**config.mk**
```make
export PLATFORM = sky130hd
export DESIGN_NAME = continued_fraction_period_finder_top
export DESIGN_NICKNAME = d
export VERILOG_FILES = /design/src/design/cfpf_pkg.sv /design/src/design/cfpf_div.sv /design/src/design/cfpf_datapath.sv /design/src/design/cfpf_ctrl.sv /design/src/design/continued_fraction_period_finder_top.sv
export SDC_FILE = /design/constraint.sdc
export NUM_CORES = 1
export LEC_CHECK = 0
export BUFFER_PORTS_ARGS = -buffer_cell sky130_fd_sc_hd__buf_2
export CAP_MARGIN = 20
export CORE_MARGIN = 8
export CORE_UTILIZATION = 45
export CTS_CLUSTER_SIZE = 30
export DETAILED_ROUTE_END_ITERATION = 10
export GPL_TIMING_DRIVEN = 0
export PLACE_DENSITY = 0.59
export SKIP_CTS_REPAIR_TIMING = 1
export SLEW_MARGIN = 5
export SYNTH_ARGS = -nofsm -noshare
export SYNTH_HDL_FRONTEND = slang
export SYNTH_HIERARCHICAL = 1
export SYNTH_SLANG_ARGS = --single-unit
```
**constraint.sdc**
```tcl
create_clock -name clk_i -period 21.7 [get_ports clk_i]
set_clock_uncertainty 0.15 [all_clocks]
set_input_delay 4.34 -clock clk_i [delete_from_list [all_inputs] [get_ports clk_i]]
set_output_delay 4.34 -clock clk_i [all_outputs]
set_load 0.02 [all_outputs]
```
**src/design/cfpf_pkg.sv**
```systemverilog
package cfpf_pkg;

  // Operand width of the phase, the configuration registers and the period.
  localparam int unsigned WIDTH     = 16;
  // Width of a full product, which is also the dividend width of the divider.
  localparam int unsigned PROD_W    = 2 * WIDTH;
  // Divider step counter width.
  localparam int unsigned DIV_CNT_W = $clog2(PROD_W);
  // Configuration register index width.
  localparam int unsigned CFG_IDX_W = 2;

  // Configuration register indexes.
  localparam logic [CFG_IDX_W-1:0] CFG_MODULUS     = CFG_IDX_W'(0);
  localparam logic [CFG_IDX_W-1:0] CFG_BASE        = CFG_IDX_W'(1);
  localparam logic [CFG_IDX_W-1:0] CFG_DENOMINATOR = CFG_IDX_W'(2);

  // Configuration reset values.
  localparam logic [WIDTH-1:0] MODULUS_RST     = WIDTH'(15);
  localparam logic [WIDTH-1:0] BASE_RST        = WIDTH'(7);
  localparam logic [WIDTH-1:0] DENOMINATOR_RST = WIDTH'(16);

  // Controller states.
  typedef enum logic [3:0] {
    S_IDLE,
    S_MUL,
    S_UPD,
    S_TEST,
    S_BRED,
    S_EXP,
    S_MODA,
    S_WA,
    S_SQ,
    S_MODS,
    S_WS,
    S_CHECK,
    S_NEXT,
    S_WE
  } state_e;

  // Datapath operations.
  typedef enum logic [3:0] {
    OP_NONE,
    OP_LOAD,
    OP_MUL_TERM,
    OP_UPD_R,
    OP_EXP_INIT,
    OP_MUL_ACC,
    OP_MUL_SQ,
    OP_DIV_PROD,
    OP_TAKE_ACC,
    OP_TAKE_SQ,
    OP_TAKE_BASE,
    OP_DIV_EUCLID,
    OP_TAKE_TERM,
    OP_REPORT_FOUND,
    OP_REPORT_NONE
  } op_e;

  typedef struct packed {
    op_e op;
  } cmd_t;

  typedef struct packed {
    logic div_done;
    logic den_zero;
    logic r_testable;
    logic e_zero;
    logic e_lsb;
    logic acc_is_nm1;
  } status_t;

endpackage

```
**src/design/cfpf_div.sv**
```systemverilog
module cfpf_div (
  input  logic                       clk_i,
  input  logic                       rst_ni,
  input  logic                       start_i,
  input  logic [cfpf_pkg::PROD_W-1:0] dividend_i,
  input  logic [cfpf_pkg::WIDTH-1:0]  divisor_i,
  output logic                       done_o,
  output logic [cfpf_pkg::WIDTH-1:0]  quot_o,
  output logic [cfpf_pkg::WIDTH-1:0]  rem_o
);
  import cfpf_pkg::*;

  logic                 busy_q, busy_d;
  logic                 done_q, done_d;
  logic [DIV_CNT_W-1:0] cnt_q, cnt_d;
  logic [WIDTH-1:0]     rem_q, rem_d;
  logic [PROD_W-1:0]    quo_q, quo_d;
  logic [WIDTH-1:0]     dvs_q, dvs_d;
  logic [WIDTH:0]       shifted;
  logic [WIDTH:0]       diff;

  // One restoring step per cycle, one quotient bit at a time.
  always_comb begin
    shifted = {rem_q, quo_q[PROD_W-1]};
    diff    = shifted - {1'b0, dvs_q};
    busy_d  = busy_q;
    done_d  = 1'b0;
    cnt_d   = cnt_q;
    rem_d   = rem_q;
    quo_d   = quo_q;
    dvs_d   = dvs_q;
    if (start_i) begin
      busy_d = 1'b1;
      cnt_d  = DIV_CNT_W'(PROD_W - 1);
      rem_d  = '0;
      quo_d  = dividend_i;
      dvs_d  = divisor_i;
    end else if (busy_q) begin
      if (!diff[WIDTH]) begin
        rem_d = diff[WIDTH-1:0];
        quo_d = {quo_q[PROD_W-2:0], 1'b1};
      end else begin
        rem_d = shifted[WIDTH-1:0];
        quo_d = {quo_q[PROD_W-2:0], 1'b0};
      end
      cnt_d = cnt_q - DIV_CNT_W'(1);
      if (cnt_q == '0) begin
        busy_d = 1'b0;
        done_d = 1'b1;
      end
    end
  end

  // Control state.
  always_ff @(posedge clk_i or negedge rst_ni) begin
    if (!rst_ni) begin
      busy_q <= 1'b0;
      done_q <= 1'b0;
      cnt_q  <= '0;
    end else begin
      busy_q <= busy_d;
      done_q <= done_d;
      cnt_q  <= cnt_d;
    end
  end

  // Working operands.
  always_ff @(posedge clk_i) begin
    rem_q <= rem_d;
    quo_q <= quo_d;
    dvs_q <= dvs_d;
  end

  assign done_o = done_q;
  assign quot_o = quo_q[WIDTH-1:0];
  assign rem_o  = rem_q;

endmodule

```
**src/design/cfpf_datapath.sv**
```systemverilog
module cfpf_datapath (
  input  logic                          clk_i,
  input  logic                          rst_ni,
  input  cfpf_pkg::cmd_t                cmd_i,
  output cfpf_pkg::status_t             status_o,
  input  logic [cfpf_pkg::WIDTH-1:0]     phase_i,
  input  logic                          cfg_we_i,
  input  logic [cfpf_pkg::CFG_IDX_W-1:0] cfg_addr_i,
  input  logic [cfpf_pkg::WIDTH-1:0]     cfg_wdata_i,
  output logic                          found_o,
  output logic [cfpf_pkg::WIDTH-1:0]     period_o
);
  import cfpf_pkg::*;

  logic [WIDTH-1:0]  modulus_q, base_q, denom_q;
  logic [WIDTH-1:0]  num_q, den_q, term_q, prev_q, pprev_q, r_q;
  logic [WIDTH-1:0]  e_q, acc_q, sq_q;
  logic [PROD_W-1:0] prod_q;
  logic              found_q;
  logic [WIDTH-1:0]  period_q;

  logic [WIDTH-1:0]  mul_a, mul_b;
  logic              div_start;
  logic [PROD_W-1:0] div_dividend;
  logic [WIDTH-1:0]  div_divisor;
  logic              div_done;
  logic [WIDTH-1:0]  div_quot, div_rem;

  // Configuration registers.
  always_ff @(posedge clk_i or negedge rst_ni) begin
    if (!rst_ni) begin
      modulus_q <= MODULUS_RST;
      base_q    <= BASE_RST;
      denom_q   <= DENOMINATOR_RST;
    end else if (cfg_we_i) begin
      case (cfg_addr_i)
        CFG_MODULUS:     modulus_q <= cfg_wdata_i;
        CFG_BASE:        base_q    <= cfg_wdata_i;
        CFG_DENOMINATOR: denom_q   <= cfg_wdata_i;
        default: ;
      endcase
    end
  end

  // Multiplier operand selection.
  always_comb begin
    case (cmd_i.op)
      OP_MUL_TERM: begin
        mul_a = term_q;
        mul_b = prev_q;
      end
      OP_MUL_ACC: begin
        mul_a = acc_q;
        mul_b = sq_q;
      end
      default: begin
        mul_a = sq_q;
        mul_b = sq_q;
      end
    endcase
  end

  // Divider operand selection.
  always_comb begin
    div_start    = 1'b0;
    div_dividend = prod_q;
    div_divisor  = modulus_q;
    case (cmd_i.op)
      OP_EXP_INIT: begin
        div_start    = 1'b1;
        div_dividend = PROD_W'(base_q);
      end
      OP_DIV_PROD: begin
        div_start = 1'b1;
      end
      OP_DIV_EUCLID: begin
        div_start    = 1'b1;
        div_dividend = PROD_W'(num_q);
        div_divisor  = den_q;
      end
      default: ;
    endcase
  end

  cfpf_div u_div (
    .clk_i      (clk_i),
    .rst_ni     (rst_ni),
    .start_i    (div_start),
    .dividend_i (div_dividend),
    .divisor_i  (div_divisor),
    .done_o     (div_done),
    .quot_o     (div_quot),
    .rem_o      (div_rem)
  );

  // Working registers, updated by the current operation.
  always_ff @(posedge clk_i) begin
    case (cmd_i.op)
      OP_LOAD: begin
        num_q   <= denom_q;
        den_q   <= phase_i;
        term_q  <= '0;
        prev_q  <= '0;
        pprev_q <= WIDTH'(1);
      end
      OP_MUL_TERM, OP_MUL_ACC, OP_MUL_SQ: begin
        prod_q <= mul_a * mul_b;
      end
      OP_UPD_R: begin
        r_q     <= prod_q[WIDTH-1:0] + pprev_q;
        prev_q  <= prod_q[WIDTH-1:0] + pprev_q;
        pprev_q <= prev_q;
      end
      OP_EXP_INIT: begin
        e_q   <= r_q >> 1;
        acc_q <= (modulus_q == WIDTH'(1)) ? '0 : WIDTH'(1);
      end
      OP_TAKE_ACC: begin
        acc_q <= div_rem;
      end
      OP_TAKE_SQ: begin
        sq_q <= div_rem;
        e_q  <= e_q >> 1;
      end
      // The base reduction lands in the squaring register and leaves the
      // exponent alone.
      OP_TAKE_BASE: begin
        sq_q <= div_rem;
      end
      OP_TAKE_TERM: begin
        term_q <= div_quot;
        num_q  <= den_q;
        den_q  <= div_rem;
      end
      default: ;
    endcase
  end

  // Result registers.
  always_ff @(posedge clk_i) begin
    if (cmd_i.op == OP_REPORT_FOUND) begin
      found_q  <= 1'b1;
      period_q <= r_q;
    end else if (cmd_i.op == OP_REPORT_NONE) begin
      found_q  <= 1'b0;
      period_q <= '0;
    end
  end

  assign status_o.div_done   = div_done;
  assign status_o.den_zero   = (den_q == '0);
  assign status_o.r_testable = !r_q[0] && (modulus_q != '0);
  assign status_o.e_zero     = (e_q == '0);
  assign status_o.e_lsb      = e_q[0];
  assign status_o.acc_is_nm1 = (acc_q == modulus_q - WIDTH'(1));

  assign found_o  = found_q;
  assign period_o = period_q;

endmodule

```
**src/design/cfpf_ctrl.sv**
```systemverilog
module cfpf_ctrl (
  input  logic              clk_i,
  input  logic              rst_ni,
  input  logic              start_i,
  input  cfpf_pkg::status_t status_i,
  output cfpf_pkg::cmd_t    cmd_o,
  output logic              busy_o,
  output logic              done_o
);
  import cfpf_pkg::*;

  state_e state_q, state_d;
  logic   done_q, done_d;

  // Next state.
  always_comb begin
    state_d = state_q;
    case (state_q)
      S_IDLE:  if (start_i) state_d = S_MUL;
      S_MUL:   state_d = S_UPD;
      S_UPD:   state_d = S_TEST;
      S_TEST:  state_d = status_i.r_testable ? S_BRED : S_NEXT;
      S_BRED:  if (status_i.div_done) state_d = S_EXP;
      S_EXP: begin
        if (status_i.e_zero) begin
          state_d = S_CHECK;
        end else if (status_i.e_lsb) begin
          state_d = S_MODA;
        end else begin
          state_d = S_MODS;
        end
      end
      S_MODA:  state_d = S_WA;
      S_WA:    if (status_i.div_done) state_d = S_SQ;
      S_SQ:    state_d = S_MODS;
      S_MODS:  state_d = S_WS;
      S_WS:    if (status_i.div_done) state_d = S_EXP;
      S_CHECK: state_d = status_i.acc_is_nm1 ? S_NEXT : S_IDLE;
      S_NEXT:  state_d = status_i.den_zero ? S_IDLE : S_WE;
      S_WE:    if (status_i.div_done) state_d = S_MUL;
      default: state_d = S_IDLE;
    endcase
  end

  // Commands to the datapath.
  always_comb begin
    cmd_o.op = OP_NONE;
    done_d   = 1'b0;
    case (state_q)
      S_IDLE:  if (start_i) cmd_o.op = OP_LOAD;
      S_MUL:   cmd_o.op = OP_MUL_TERM;
      S_UPD:   cmd_o.op = OP_UPD_R;
      S_TEST:  if (status_i.r_testable) cmd_o.op = OP_EXP_INIT;
      S_BRED:  if (status_i.div_done) cmd_o.op = OP_TAKE_BASE;
      S_EXP: begin
        if (!status_i.e_zero) begin
          cmd_o.op = status_i.e_lsb ? OP_MUL_ACC : OP_MUL_SQ;
        end
      end
      S_MODA:  cmd_o.op = OP_DIV_PROD;
      S_WA:    if (status_i.div_done) cmd_o.op = OP_TAKE_ACC;
      S_SQ:    cmd_o.op = OP_MUL_SQ;
      S_MODS:  cmd_o.op = OP_DIV_PROD;
      S_WS:    if (status_i.div_done) cmd_o.op = OP_TAKE_SQ;
      S_CHECK: begin
        if (!status_i.acc_is_nm1) begin
          cmd_o.op = OP_REPORT_FOUND;
          done_d   = 1'b1;
        end
      end
      S_NEXT: begin
        if (status_i.den_zero) begin
          cmd_o.op = OP_REPORT_NONE;
          done_d   = 1'b1;
        end else begin
          cmd_o.op = OP_DIV_EUCLID;
        end
      end
      S_WE:    if (status_i.div_done) cmd_o.op = OP_TAKE_TERM;
      default: ;
    endcase
  end

  always_ff @(posedge clk_i or negedge rst_ni) begin
    if (!rst_ni) begin
      state_q <= S_IDLE;
      done_q  <= 1'b0;
    end else begin
      state_q <= state_d;
      done_q  <= done_d;
    end
  end

  assign busy_o = (state_q != S_IDLE);
  assign done_o = done_q;

endmodule

```
**src/design/continued_fraction_period_finder_top.sv**
```systemverilog
// Continued-fraction period finder. Pulse start_i while busy_o is low to hand
// in one phase; exactly one result beat follows, shown on found_o and period_o
// for the single cycle in which done_o is high, and it cannot be held off.
// The block works on one phase at a time. Each continued-fraction term takes
// one division on the shared 32-step serial divider; each even convergent
// (with a nonzero modulus) adds a base reduction and, per exponent bit,
// one or two multiply-and-reduce passes through that divider. Configuration
// must be written only while busy_o is low; the block does not enforce it.
module continued_fraction_period_finder_top (
  input  logic                          clk_i,
  input  logic                          rst_ni,
  input  logic                          start_i,
  output logic                          busy_o,
  input  logic [cfpf_pkg::WIDTH-1:0]     phase_i,
  input  logic                          cfg_we_i,
  input  logic [cfpf_pkg::CFG_IDX_W-1:0] cfg_addr_i,
  input  logic [cfpf_pkg::WIDTH-1:0]     cfg_wdata_i,
  output logic                          done_o,
  output logic                          found_o,
  output logic [cfpf_pkg::WIDTH-1:0]     period_o
);
  import cfpf_pkg::*;

  cmd_t    cmd;
  status_t status;

  cfpf_ctrl u_ctrl (
    .clk_i    (clk_i),
    .rst_ni   (rst_ni),
    .start_i  (start_i),
    .status_i (status),
    .cmd_o    (cmd),
    .busy_o   (busy_o),
    .done_o   (done_o)
  );

  cfpf_datapath u_datapath (
    .clk_i       (clk_i),
    .rst_ni      (rst_ni),
    .cmd_i       (cmd),
    .status_o    (status),
    .phase_i     (phase_i),
    .cfg_we_i    (cfg_we_i),
    .cfg_addr_i  (cfg_addr_i),
    .cfg_wdata_i (cfg_wdata_i),
    .found_o     (found_o),
    .period_o    (period_o)
  );

endmodule

```
==> impl_metrics.tcl <==
set metrics [dict create \
    run_status "completed" \
    netlist.area_leader.share 0.299 \
    reg_top3 "u_datapath/prod_q (32), u_datapath/u_div/quo_q (32)" \
    drt-initial-drc-count 1367 \
    cts.clk_slew.worst_paths_ns 0.06 \
    io_pins 57 \
    r2r_slack_ns 9.11 \
    clock_latency_ns 0.56 \
    path_max_fanout 10 \
    wl_per_cell_um 21.6 \
    die_w_um 247 \
    async_reset_ff_frac 0.190 \
    row_count 84 \
    synth_nets 2643 \
    drt-pass1-iter-count 7 \
    cts_root_buf "clkbuf_16" \
    ys_top_cells_by_area "edfxtp_1, fa_1, ha_1, mux2_2, dfrtp_1" \
    remaining_drc_errors 0 \
    coreArea_sq_um 52700 \
    synth.most_common_cell "inv_1" \
    seq_area_frac_synth 0.376 \
    path_common_cell "fa_1" \
    cts_max_level 2 \
    yosysWarnings 6 \
    viasPerCell 5.60 \
    cts_sinks 316 \
    hold_viol_final 0 \
    slew_violations 0 \
    finalSetupViolations 0 \
    numCtsBuffers 36 \
    synth_edf_count 239 \
    routed_wl_um 66700 \
    slowest_delay_ns 0.96 \
    worst-path-buf-inv 8 \
    critPathCaptureType "register" \
    yosysUniqueCellTypes 79 \
    gr-total-overflow 0 \
    dp_hpwl_um 52300 \
    netlist_instances 2270 \
    finalCritPeriodShare 0.627 \
    syn2layout_area_growth_pct 10.2 \
    finalNetCount 2744 \
    place_congestion 0.902 \
    rsz0062_at_grt "false" \
    grt_pass1_vias 17700 \
    synth_flop_cell "edfxtp_1" \
    hold-worst-slack_ns 0.356 \
    fmax_mhz 73.5 \
    startpoint_type "input port" \
    drv_cap 0 \
    die_h_um 247 \
    arrival_ns 13.75 \
    avgSynthCellArea_sq_um 10.6 \
    grt_pass1_wl_um 104000 \
    yosys-top-cells-count "inv_1, nand2_1, edfxtp_1" \
    vias 17300 \
    hp-class "reg -> reg" \
    dieArea_sq_um 61100 \
    grt_start_max_net_pins 61 \
    finalSetupTns_ns 0 \
    fin_util 0.503 \
    grt_antenna_before_repair 2 \
    grtUsageTotal 0.221 \
    cts_buffer_depth 3 \
    synth-seq-cells 316 \
    slowest_stage "mux2i_1" \
    port_buffers 56 \
    yosys.area.top_type "edfxtp_1" \
    slew_headroom 0.222 \
    worst_pin_slew_ns 1.13 \
    crit_family "adder cells" \
    initial_utilization 0.457 \
    critPathRequiredTime_ns 21.84 \
    synth_area_sq_um 24000 \
    period_needed_ns 13.61 \
    drive_gt1_frac 0.136 \
    crit_type "in -> reg" \
    ant_nets 0 \
    cts_tree "built" \
]
-- cell families after synthesis --
| logic type | Yosys count | synth area share |
|---|---|---|
| simple gates | 695 | 0.137 |
| flops | 316 | 0.376 |
| buf+inv | 383 | 0.0636 |
| fa+ha+maj | 335 | 0.236 |
| xor+xnor | 72 | 0.0262 |
| compound gates | 299 | 0.0836 |
| mux | 170 | 0.0786 |
-- layout by cell type, fill, tap and decap left out, types with 8 or more instances in the layout --
cell type,count
mux2_2,150
o21bai_1,9
nand2_1,264
inv_1,278
xor2_1,26
clkbuf_1,76
edfxtp_1,239
nand3_1,13
dfxtp_1,17
a31oi_1,8
and2_1,92
or3_1,9
and3_1,22
a21oi_1,69
o211ai_1,11
buf_2,66
mux2i_1,20
nand4_1,9
o21ai_0,51
fa_1,196
a21o_1,29
nor2_1,177
a311oi_1,14
ha_1,139
nor4_1,12
a211oi_1,8
dfstp_2,8
nor2b_1,9
xnor2_1,46
nand2b_1,26
a22oi_1,33
nor3_1,25
dfrtp_1,52
buf_4,23
clkbuf_16,36
o21a_1,10
-- stage by stage --
| stage | cells | area, sq um | worst slack, ns |
|---|---|---|---|
| after floorplan | 2270 | 24000 | 9.79 |
| after global placement | 3014 | 25200 | 7.77 |
| after detailed placement | 3020 | 25300 | 7.58 |
| after CTS | 3085 | 26500 | 8.15 |
| after global routing | 3086 | 26500 | 7.78 |
| final | 3087 | 26500 | 8.09 |
-- metal layers --
metal  share of wire  GRT usage
met5         0.00019          0
met2            0.46      0.354
met3           0.062     0.0326
met4           0.038     0.0828
met1            0.44      0.302
-- cell type report --
| cell class | instances | area, sq um |
|---|---|---|
| tap | 688 | 861 |
| timing repair buffer | 63 | 402 |
| sequential | 316 | 9030 |
| clock buffer | 44 | 941 |
| antenna | 1 | 2.50 |
| inverter | 278 | 1040 |
| fill | 4767 | 26200 |
| multi-input combinational | 1571 | 13500 |
| buffer | 105 | 487 |
| clock inverter | 21 | 214 |
-- path summary, 6_finish.rpt --
| path | startpoint | endpoint | cells after the start |
|---|---|---|---|
| min in group asynchronous | rst_ni | u_datapath/u_div/cnt_q[2] | 1 |
| max in group asynchronous | rst_ni | u_ctrl/state_q[0] | 1 |
| setup / recovery | start_i | u_datapath/prod_q[31] | 31 |
| setup reg to reg | u_datapath/modulus_q[6] | u_datapath/prod_q[31] | 37 |
| hold / removal | u_datapath/denom_q[9] | u_datapath/denom_q[9] | 1 |
| hold reg to reg | u_datapath/denom_q[9] | u_datapath/denom_q[9] | 1 |
Power is left out: the tool's default activity adds up to more than one toggle a clock period on the data nets, which glitch-free logic cannot reach.
